## src/rtl/core/fbfl_pkg.sv

```systemverilog
`timescale 1ns / 1ps
// ----------------------------------------------------------------------------
// fbfl_pkg
// Types and fixed widths shared by the block free list allocator.
// ----------------------------------------------------------------------------
package fbfl_pkg;

    localparam int OPCODE_W = 1;
    localparam int INDEX_W  = 11;
    localparam int STATUS_W = 2;
    localparam int GRANT_W  = 10;

    typedef enum logic [STATUS_W-1:0] {
        ST_OK           = 2'd0,
        ST_EXHAUSTED    = 2'd1,
        ST_BAD_INDEX    = 2'd2,
        ST_ALREADY_FREE = 2'd3
    } status_t;

    typedef enum logic [OPCODE_W-1:0] {
        OP_ALLOC = 1'b0,
        OP_FREE  = 1'b1
    } opcode_t;

    typedef enum logic [1:0] {
        KIND_ALLOC = 2'd0,
        KIND_FREE  = 2'd1,
        KIND_BAD   = 2'd2
    } kind_t;

    typedef enum logic {
        BK_READ = 1'b0,
        BK_EXEC = 1'b1
    } back_state_t;

    typedef struct packed {
        logic push;
        logic full;
    } queue_ctl_t;

endpackage

```

## src/rtl/core/fbfl_queue.sv

```systemverilog
`timescale 1ns / 1ps
// ----------------------------------------------------------------------------
// fbfl_queue
// Two-entry queue between request intake and execution.
// ----------------------------------------------------------------------------
module fbfl_queue
    import fbfl_pkg::*;
#(
    parameter int DATA_W = 12
)
(
    input  logic              clk,
    input  logic              rst_n,
    input  queue_ctl_t        ctl,
    input  logic [DATA_W-1:0] wr_data,
    output logic              full,
    input  logic              pop,
    output logic              rd_valid,
    output logic [DATA_W-1:0] rd_data
);

    logic [DATA_W-1:0] slot_reg [2];
    logic              wr_ptr_reg;
    logic              wr_ptr_next;
    logic              rd_ptr_reg;
    logic              rd_ptr_next;
    logic [1:0]        count_reg;
    logic [1:0]        count_next;
    logic              do_push;
    logic              do_pop;

    assign full     = (count_reg == 2'd2);
    assign rd_valid = (count_reg != 2'd0);
    assign rd_data  = slot_reg[rd_ptr_reg];
    assign do_push  = ctl.push && !ctl.full;
    assign do_pop   = pop && rd_valid;

    always_comb
    begin
        wr_ptr_next = do_push ? ~wr_ptr_reg : wr_ptr_reg;
        rd_ptr_next = do_pop ? ~rd_ptr_reg : rd_ptr_reg;
        count_next  = count_reg;
        if (do_push && !do_pop)
        begin
            count_next = count_reg + 2'd1;
        end
        else if (!do_push && do_pop)
        begin
            count_next = count_reg - 2'd1;
        end
    end

    always_ff @(posedge clk or negedge rst_n)
    begin
        if (!rst_n)
        begin
            wr_ptr_reg <= 1'b0;
            rd_ptr_reg <= 1'b0;
            count_reg  <= 2'd0;
        end
        else
        begin
            wr_ptr_reg <= wr_ptr_next;
            rd_ptr_reg <= rd_ptr_next;
            count_reg  <= count_next;
        end
    end

    always_ff @(posedge clk)
    begin
        if (do_push)
        begin
            slot_reg[wr_ptr_reg] <= wr_data;
        end
    end

endmodule

```

## config.mk

```make
export PLATFORM = sky130hd
export DESIGN_NAME = fbfl_queue
export DESIGN_NICKNAME = d
export VERILOG_FILES = /design/src/rtl/core/fbfl_pkg.sv /design/src/rtl/core/fbfl_queue.sv
export SDC_FILE = /design/constraint.sdc
export NUM_CORES = 1
export LEC_CHECK = 0
export BUFFER_PORTS_ARGS = -buffer_cell sky130_fd_sc_hd__buf_4
export CAP_MARGIN = 20
export CELL_PAD_IN_SITES_DETAIL_PLACEMENT = 0
export CELL_PAD_IN_SITES_GLOBAL_PLACEMENT = 1
export CORE_ASPECT_RATIO = 1.2
export CORE_MARGIN = 2
export CORE_UTILIZATION = 41
export CTS_CLUSTER_DIAMETER = 150
export DETAILED_ROUTE_END_ITERATION = 6
export GPL_TIMING_DRIVEN = 0
export PLACE_DENSITY = 0.81
export SYNTH_ARGS = -nofsm -noshare
export SYNTH_HDL_FRONTEND = slang
export SYNTH_SLANG_ARGS = --single-unit
```

## constraint.sdc

```tcl
create_clock -name clk -period 1.44 [get_ports clk]
set_input_delay 0.216 -clock clk [delete_from_list [all_inputs] [get_ports clk]]
set_output_delay 0.216 -clock clk [all_outputs]
set_load 0.005 [all_outputs]
```

==> results.tsv, run 1 <==
metric	value	unit
final instance area	1490	µm²
Vias/cell	4.66	
hold path depth	1	
Crit-path slowest cell	dfrtp_1	
total iterations of the first detailed-routing run	4	
CTS root buf	clkbuf_4	
# IOs	31	
f_max	0.647	GHz
Routed Antenna Nets	0	
min-delay src	wr_data[7]	
cell family with most CP delay	flip-flops	
Pins Over Slew Limit	0	
Max stage delay on crit path	0.43	ns
core area	2550	µm²
worst skew pair latency	0.32	ns
Seq/Total Area, Yosys	74.0	%
placed cells	118	
Final Hold Viols	0	
residual DRC count	0	
R2R depth	6	
RSZ-0062 raised after global routing	true	
crit path DAT	1.33	ns
Seq cells post-synth	28	
DP Worst Slack	-0.267	ns
Crit path required time	1.22	ns
die height	61.0	µm
Worst setup SP type	register	
Final Power	2.41	mW
area of placed instances	1380	µm²
Final setup viols	12	
pwr dens	1610	nW/µm²
Antenna diodes	0	
most frequent cells in the layout	buf_4 (26), edfxtp_1 (24), mux2_4 (9), buf_6 (9), dfrtp_1 (4)	
Vias	596	
DIE AREA	3140	µm²
H-tree depth	1	
TritonCTS buffer count	3	
Final min period	1.55	ns
GRT Util Overall	11.4	%
Slew headroom	58.4	%
hold worst-path end	slot_reg[1][7]$_DFFE_PP_	
Initial Utilization	43.5	%
DR iter-0 viols	6	
WS Path Type	register to primary output	
Setup Skew	0.0146	ns
R2R Setup Slk	0.07	ns
cells after synthesis	55	
vias in the first global route	586	
Max Cap Viol	0	
Clk pin slew, worst setup/hold paths	0.14	ns
worst slew pin tran	0.623	ns
Wirelength per Cell	12.8	µm
CP endpoint kind	primary output	
share of cells above drive strength 1	57.9	%
Final period util	107	%
final setup TNS	-1.22	ns
CTS tree	done	
Crit path buffers/inverters	2	
clk buf depth	2	
critical-path cell list	buf_8, mux2_4, buf_6	
first-pass GRT wire length	2.55	mm
r2r endpoint	count_reg[1]$_DFFE_PN0P_	
status	complete, but fails checks	
Pleak	0.616	nW
failing checks	negative setup slack	
crit-path max FO	10	
Fillers	204	
clk sinks	28	
Routed WL	1.64	mm
RePlAce Congestion	0.635	
initial antenna violation count	0	
Cell Rows	20	
fin nets	114	
port buffer count	30	
max reg flops	24	
grt ovf	0	
post-DP HPWL	1.17	mm
Post-Syn Nets	73	
Avg Inst Size Synth	20.2	µm²
Worst VDD drop	1.06	mV
commonest non-fill, non-tap cell in the layout	buf_4	
Synthesis Warnings	0	
Mapped Area	1110	µm²
Worst Hold Class	primary input to register	
largest net degree at the start of global routing	16	
Reg-to-Reg Start	count_reg[0]$_DFFE_PN0P_	
area delta synth->final	34.3	%
Yosys cell types	15	
Die X	51.5	µm
Final WS setup	-0.106	ns
Post-Layout Cell Count	128	
[power by group]
group	internal (mW)	switching (mW)	leakage, nW	total, mW
clock network	0.101	0.207	0.0154	0.308
logic	0.664	0.337	0.334	1.00
registers	1.03	0.0725	0.267	1.10
total	1.79	0.617	0.616	2.41
[worst reg2reg max path, delay by kind of cell, from the launching register on]
family        cells  cell delay, ns
simple gates      3            0.41
fa+ha+maj         1            0.15
flops             1            0.43
xor+xnor          2            0.28
[Yosys cell counts]
cell type  instances  area share (%)
edfxtp_1          24              65
mux2_4             9              12
dfrtp_1            4             9.0
mux2_2             3             3.0
xnor2_1            3             2.4
nor2_1             2            0.68
xor2_1             2             1.6
and2_1             1            0.56
and2b_2            1            0.79
buf_6              1             1.0
ha_1               1             1.1
inv_1              1            0.34
nand2_4            1             1.0
nand2b_1           1            0.56
or2_4              1            0.79
[worst max-delay path by stage]
stage / start / end / slack, ns / depth (start not counted)
5_1_grt: rd_ptr_reg$_DFFE_PN0P_ / rd_data[5] / -0.18 / 3
2_1_floorplan: count_reg[0]$_DFFE_PN0P_ / count_reg[1]$_DFFE_PN0P_ / 0.11 / 6
3_3_place_gp: ctl[0] / slot_reg[0][5]$_DFFE_PP_ / -0.23 / 3
4_1_cts: rd_ptr_reg$_DFFE_PN0P_ / rd_data[10] / -0.11 / 3
6_report: rd_ptr_reg$_DFFE_PN0P_ / rd_data[3] / -0.11 / 3
3_5_place_dp: ctl[0] / slot_reg[0][7]$_DFFE_PP_ / -0.27 / 3
[metrics by stage]
step	hold slack [ns]	util (%)
after floorplan	-0.0796	-
after global placement	0.0167	53.9
after detailed placement	0.0181	53.9
after CTS	0.0646	57.4
after global routing	0.0560	58.4
final	0.0714	58.4
[what timing repair did]
item | CTS | global route
pin swaps | 0 | 2
gates resized for setup | 10 | 1
endpoints found under the hold margin | 4 | 0
hold buffers | 1 | 0
setup endpoints to repair | 24 | 14
cloned | 0 | 0
buffers inserted | 2 | 3
[kinds of logic (layout without fill, tap and decap cells)]
group | Yosys count | count (layout) | synth area share (%)
muxes | 12 | 12 | 15.2
adders and majority gates | 1 | 1 | 1.13
xor gates and xnor gates | 5 | 5 | 3.95
buffers and inverters | 2 | 42 | 1.35
and+or+nand+nor | 7 | 7 | 4.40
DFF | 28 | 28 | 74.0
[final cells by class]
| class | instances | area (µm²) | area share [%] |
|---|---|---|---|
| Multi-Input combinational cell | 25 | 277 | 18.6 |
| Clock buffer | 3 | 22.5 | 1.51 |
| Buffer | 1 | 15.0 | 1.01 |
| Tap cell | 33 | 41.3 | 2.77 |
| Timing Repair Buffer | 36 | 307 | 20.6 |
| Clock inverter | 1 | 3.75 | 0.252 |
| Sequential cell | 28 | 821 | 55.1 |
| Inverter | 1 | 3.75 | 0.252 |
[layer usage]
metal / global-route usage, % / share of wire (%) / vias to the layer above
met5: 0 / 0 / -
met4: 6.77 / 1.8 / 0
met3: 2.22 / 5.4 / 4
met2: 20.9 / 56 / 19
met1: 12.2 / 37 / 291
li1: - / - / 282
No activity file was read; power rests on OpenSTA's default activity.
==> inputs of run 2 (changes only) <==
Settings changed: RECOVER_POWER set to 100, REMOVE_ABC_BUFFERS set to 1.
==> run 2 against run 1 <==
  * The flow still finishes with violations (negative setup slack)
  * Core utilization is 0.54 points higher
  * Global-route usage increased by 0.68 points
  * Combinational power is 5% higher
  * Clock power grew 4%
  * Die area did not move
  * Critical path type unchanged
==> results.tsv, run 2 (synthesis gave the netlist of run 1 again) <==
metric	value	unit
largest net degree at the start of global routing	16	
clk buf depth	2	
WS Path Type	register to primary output	
Slew headroom	57.8	%
Routed WL	1.66	mm
port buffer count	30	
Fillers	211	
crit path launch	rd_ptr_reg$_DFFE_PN0P_	
fin nets	114	
Crit path required time	1.22	ns
Initial Utilization	43.5	%
clk sinks	28	
Sw Pwr	641	µW
die height	61.0	µm
initial antenna violation count	0	
Setup crit end	rd_data[11]	
DR iter-0 viols	9	
area delta synth->final	35.5	%
CTS tree	done	
commonest non-fill, non-tap cell in the layout	edfxtp_1	
r2r endpoint	count_reg[1]$_DFFE_PN0P_	
Routed Antenna Nets	0	
Max Cap Viol	0	
DIE AREA	3140	µm²
vias in the first global route	567	
Final min period	1.63	ns
Vias/cell	4.59	
Final Power	2.47	mW
clock power share	12.9	%
post-DP HPWL	1.13	mm
RePlAce Congestion	0.592	
crit-path max FO	7	
Vias	587	
Final period util	113	%
# IOs	31	
max reg flops	24	
DP Worst Slack	-0.295	ns
grt ovf	0	
failing checks	negative setup slack	
Setup Skew	0.00117	ns
CP endpoint kind	primary output	
status	complete, but fails checks	
TritonCTS buffer count	3	
H-tree depth	1	
R2R Setup Slk	0.06	ns
worst skew pair latency	0.32	ns
Worst setup SP type	register	
pwr dens	1650	nW/µm²
Wirelength per Cell	12.9	µm
Pins Over Slew Limit	0	
RSZ-0062 raised after global routing	true	
part of the power in registers	44.8	%
Logic pwr share	42.3	%
Worst VDD drop	1.01	mV
Worst Hold Class	primary input to register	
final core occ	58.9	%
worst slew pin tran	0.633	ns
internal cell power	1.83	mW
f_max	0.615	GHz
Sw Share	25.9	%
R2R depth	6	
Antenna diodes	0	
core area	2550	µm²
most frequent cells in the layout	edfxtp_1 (24), clkbuf_4 (13), buf_4 (11)	
Final Hold Viols	0	
Reg-to-Reg Start	count_reg[0]$_DFFE_PN0P_	
Cell Rows	20	
area of placed instances	1370	µm²
GRT Util Overall	12.1	%
total iterations of the first detailed-routing run	3	
Clk pin slew, worst setup/hold paths	0.13	ns
Final WS setup	-0.187	ns
residual DRC count	0	
crit path DAT	1.41	ns
Pleak	0.600	nW
first-pass GRT wire length	2.68	mm
share of cells above drive strength 1	55.8	%
final instance area	1500	µm²
Die X	51.5	µm
CTS root buf	clkbuf_4	
Final setup viols	12	
[run 2: area by class of cell]
cell class | instances | area, µm² | area share, %
multi-input combinational | 25 | 289 | 19.2
clock buffer | 4 | 26.3 | 1.75
inverter | 1 | 3.75 | 0.250
tap | 33 | 41.3 | 2.75
sequential | 28 | 825 | 54.8
timing repair buffer | 37 | 319 | 21.2
[run 2: worst min path at each step]
stage	from	endpoint	slack, ns	depth (start not counted)
after floorplan	rst_n	count_reg[0]$_DFFE_PN0P_	-0.08	0
after global placement	rst_n	wr_ptr_reg$_DFFE_PN0P_	0.02	1
after detailed placement	rst_n	count_reg[1]$_DFFE_PN0P_	0.02	1
after CTS	wr_data[4]	slot_reg[1][4]$_DFFE_PP_	0.06	1
after global routing	wr_data[0]	slot_reg[0][0]$_DFFE_PP_	0.07	1
final	wr_data[4]	slot_reg[1][4]$_DFFE_PP_	0.09	1
[run 2: timing repair]
| item | CTS | global route |
|---|---|---|
| hold buffers | 1 | 0 |
| buffers inserted | 4 | 2 |
| pin swaps | 0 | 2 |
| gates resized for setup | 14 | 3 |
| setup endpoints to repair | 25 | 13 |
| endpoints found under the hold margin | 4 | 0 |
[run 2: power by group through the flow]
| stage | combinational [mW] | sequential [mW] | clock [mW] |
|---|---|---|---|
| after floorplan | 0.426 | 1.16 | 0 |
| after global placement | 0.708 | 1.19 | 0 |
| after detailed placement | 0.718 | 1.20 | 0 |
| after CTS | 1.02 | 1.11 | 0.333 |
| after global routing | 1.12 | 1.12 | 0.354 |
| final | 1.05 | 1.11 | 0.319 |
[run 2: metal layers]
layer | vias to the layer above | part of all wire (%) | track usage, %
met2 | 23 | 53 | 21.8
met4 | 0 | 2.4 | 6.77
met1 | 274 | 39 | 13.3
met5 | - | 0 | 0
li1 | 285 | - | -
met3 | 5 | 5.0 | 2.46
[run 2: worst max-delay path: stages (launching register included)]
cell     delay, ns
dfrtp_4       0.53
buf_12        0.15
mux2_4        0.30
buf_6         0.11
[run 2: stage by stage]
step	hold slack, ns	TNS, ns	instances
global route	0.0737	-2.68	128
finish	0.0922	-2.13	128
floorplan	-0.0796	0	54
detailed placement	0.0172	-4.45	117
CTS	0.0551	-2.21	126
global placement	0.0153	-3.58	117
==> inputs of run 3 (changes only) <==
Clock period 1.44 ns to 1.51 ns, I/O delays scaled along.
==> run 3 against run 2 <==
  * The flow still finishes with violations (negative setup slack)
  * Cell count is 2.3% lower
  * Global-route usage stayed put
  * Clock power is 4% lower
  * First-iteration DRC count stayed put
  * Core utilization is 1.5 points lower
  * Sequential share of layout area is 1.4 points higher
  * Critical path type unchanged
==> results.tsv, run 3 (synthesis gave the netlist of run 1 again) <==
metric	value	unit
Pins Over Slew Limit	0	
Routed Antenna Nets	0	
CTS root buf	clkbuf_4	
initial antenna violation count	0	
crit-path max FO	7	
port buffer count	30	
Final setup viols	12	
Wirelength per Cell	13.1	µm
Die X	51.5	µm
most frequent cells in the layout	edfxtp_1 (24), clkbuf_4 (13), mux2_4 (9), buf_6 (9), buf_4 (8)	
total iterations of the first detailed-routing run	3	
first-pass GRT wire length	2.68	mm
Crit path buffers/inverters	2	
Vias	572	
crit path DAT	1.41	ns
Antenna diodes	0	
f_max	0.610	GHz
Worst setup SP type	register	
Final Hold Viols	0	
GRT Util Overall	12.1	%
H-tree depth	1	
WS Path Type	register to primary output	
post-DP HPWL	1.13	mm
core area	2550	µm²
Crit path required time	1.28	ns
DR iter-0 viols	9	
final core occ	57.5	%
Final period util	109	%
die height	61.0	µm
Setup Skew	0.00183	ns
min-delay src	wr_data[4]	
vias in the first global route	567	
Pleak	0.586	nW
Routed WL	1.64	mm
Clk pin slew, worst setup/hold paths	0.13	ns
clk buf depth	2	
R2R depth	5	
largest net degree at the start of global routing	16	
cell family with most CP delay	flip-flops	
pwr dens	1560	nW/µm²
Slew headroom	57.8	%
DP Worst Slack	-0.236	ns
CP endpoint kind	primary output	
# IOs	31	
fin nets	111	
hold worst-path end	slot_reg[1][4]$_DFFE_PP_	
Cell Rows	20	
share of cells above drive strength 1	52.2	%
RSZ-0062 raised after global routing	true	
failing checks	negative setup slack	
Final WS setup	-0.129	ns
status	complete, but fails checks	
RePlAce Congestion	0.592	
residual DRC count	0	
Initial Utilization	43.5	%
area delta synth->final	32.1	%
TritonCTS buffer count	3	
clk sinks	28	
Worst Hold Class	primary input to register	
max reg flops	24	
worst slew pin tran	0.633	ns
Max Cap Viol	0	
r2r endpoint	count_reg[1]$_DFFE_PN0P_	
Worst VDD drop	0.962	mV
critical-path cell list	buf_12, mux2_4, buf_6	
commonest non-fill, non-tap cell in the layout	edfxtp_1	
Max stage delay on crit path	0.53	ns
R2R Setup Slk	0.05	ns
Crit-path slowest cell	dfrtp_4	
grt ovf	0	
Reg-to-Reg Start	count_reg[0]$_DFFE_PN0P_	
DIE AREA	3140	µm²
hold path depth	1	
CTS tree	done	
Final min period	1.64	ns
worst skew pair latency	0.32	ns
Vias/cell	4.58	
run 3: cell types whose count changed in the layout (fill, tap and decap cells not counted):
cell	delta
ha_4	-1
nor2_1	+1
buf_4	-3
ha_1	+1
nor2_2	-1
run 3: per-layer routing:
metal  part of all wire [%]  global-route usage, %  wire [µm]
met1                     40                   13.3        650
met2                     52                   21.8        858
met3                    5.2                   2.46         85
met4                    2.4                   6.77         40
met5                      0                      0          0
run 3: worst max path at each step:
stage                        startpoint                       end  slack, ns  depth (start not counted)
2_1_floorplan  count_reg[0]$_DFFE_PN0P_  count_reg[1]$_DFFE_PN0P_       0.18                          6
3_3_place_gp                     ctl[0]  slot_reg[0][2]$_DFFE_PP_      -0.17                          3
3_5_place_dp                     ctl[0]  slot_reg[0][2]$_DFFE_PP_      -0.24                          3
4_1_cts          rd_ptr_reg$_DFFE_PN0P_               rd_data[11]      -0.13                          3
5_1_grt          rd_ptr_reg$_DFFE_PN0P_               rd_data[11]      -0.17                          3
6_report         rd_ptr_reg$_DFFE_PN0P_               rd_data[11]      -0.13                          3
run 3: layout make-up:
| type | count | area [µm²] |
|---|---|---|
| Timing Repair Buffer | 34 | 297 |
| Fill cell | 213 | 1090 |
| Multi-Input combinational cell | 25 | 274 |
| Sequential cell | 28 | 825 |
| Tap cell | 33 | 41.3 |
| Clock buffer | 4 | 26.3 |
| Inverter | 1 | 3.75 |
run 3: where the power goes:
group	internal, mW	switching, mW
clock network	0.103	0.201
registers	0.987	0.0763
logic	0.601	0.314
total	1.69	0.592
run 3: stage by stage:
stage | instance area (µm²) | hold WS, ns | setup TNS, ns | instances | power (mW)
6_report | 1470 | 0.103 | -1.42 | 125 | 2.28
5_1_grt | 1470 | 0.0842 | -1.96 | 125 | 2.39
4_1_cts | 1480 | 0.0656 | -1.49 | 125 | 2.33
3_5_place_dp | 1370 | 0.0277 | -2.95 | 117 | 1.83
3_3_place_gp | 1370 | 0.0258 | -2.21 | 117 | 1.81
2_1_floorplan | 1100 | -0.0691 | 0 | 54 | 1.51
run 3: what timing repair did:
item,CTS,global route
resized for setup,14,0
setup endpoints to repair,24,12
buffers inserted,3,0
hold buffers,1,0
hold endpoints to repair,4,0
gates cloned,0,0
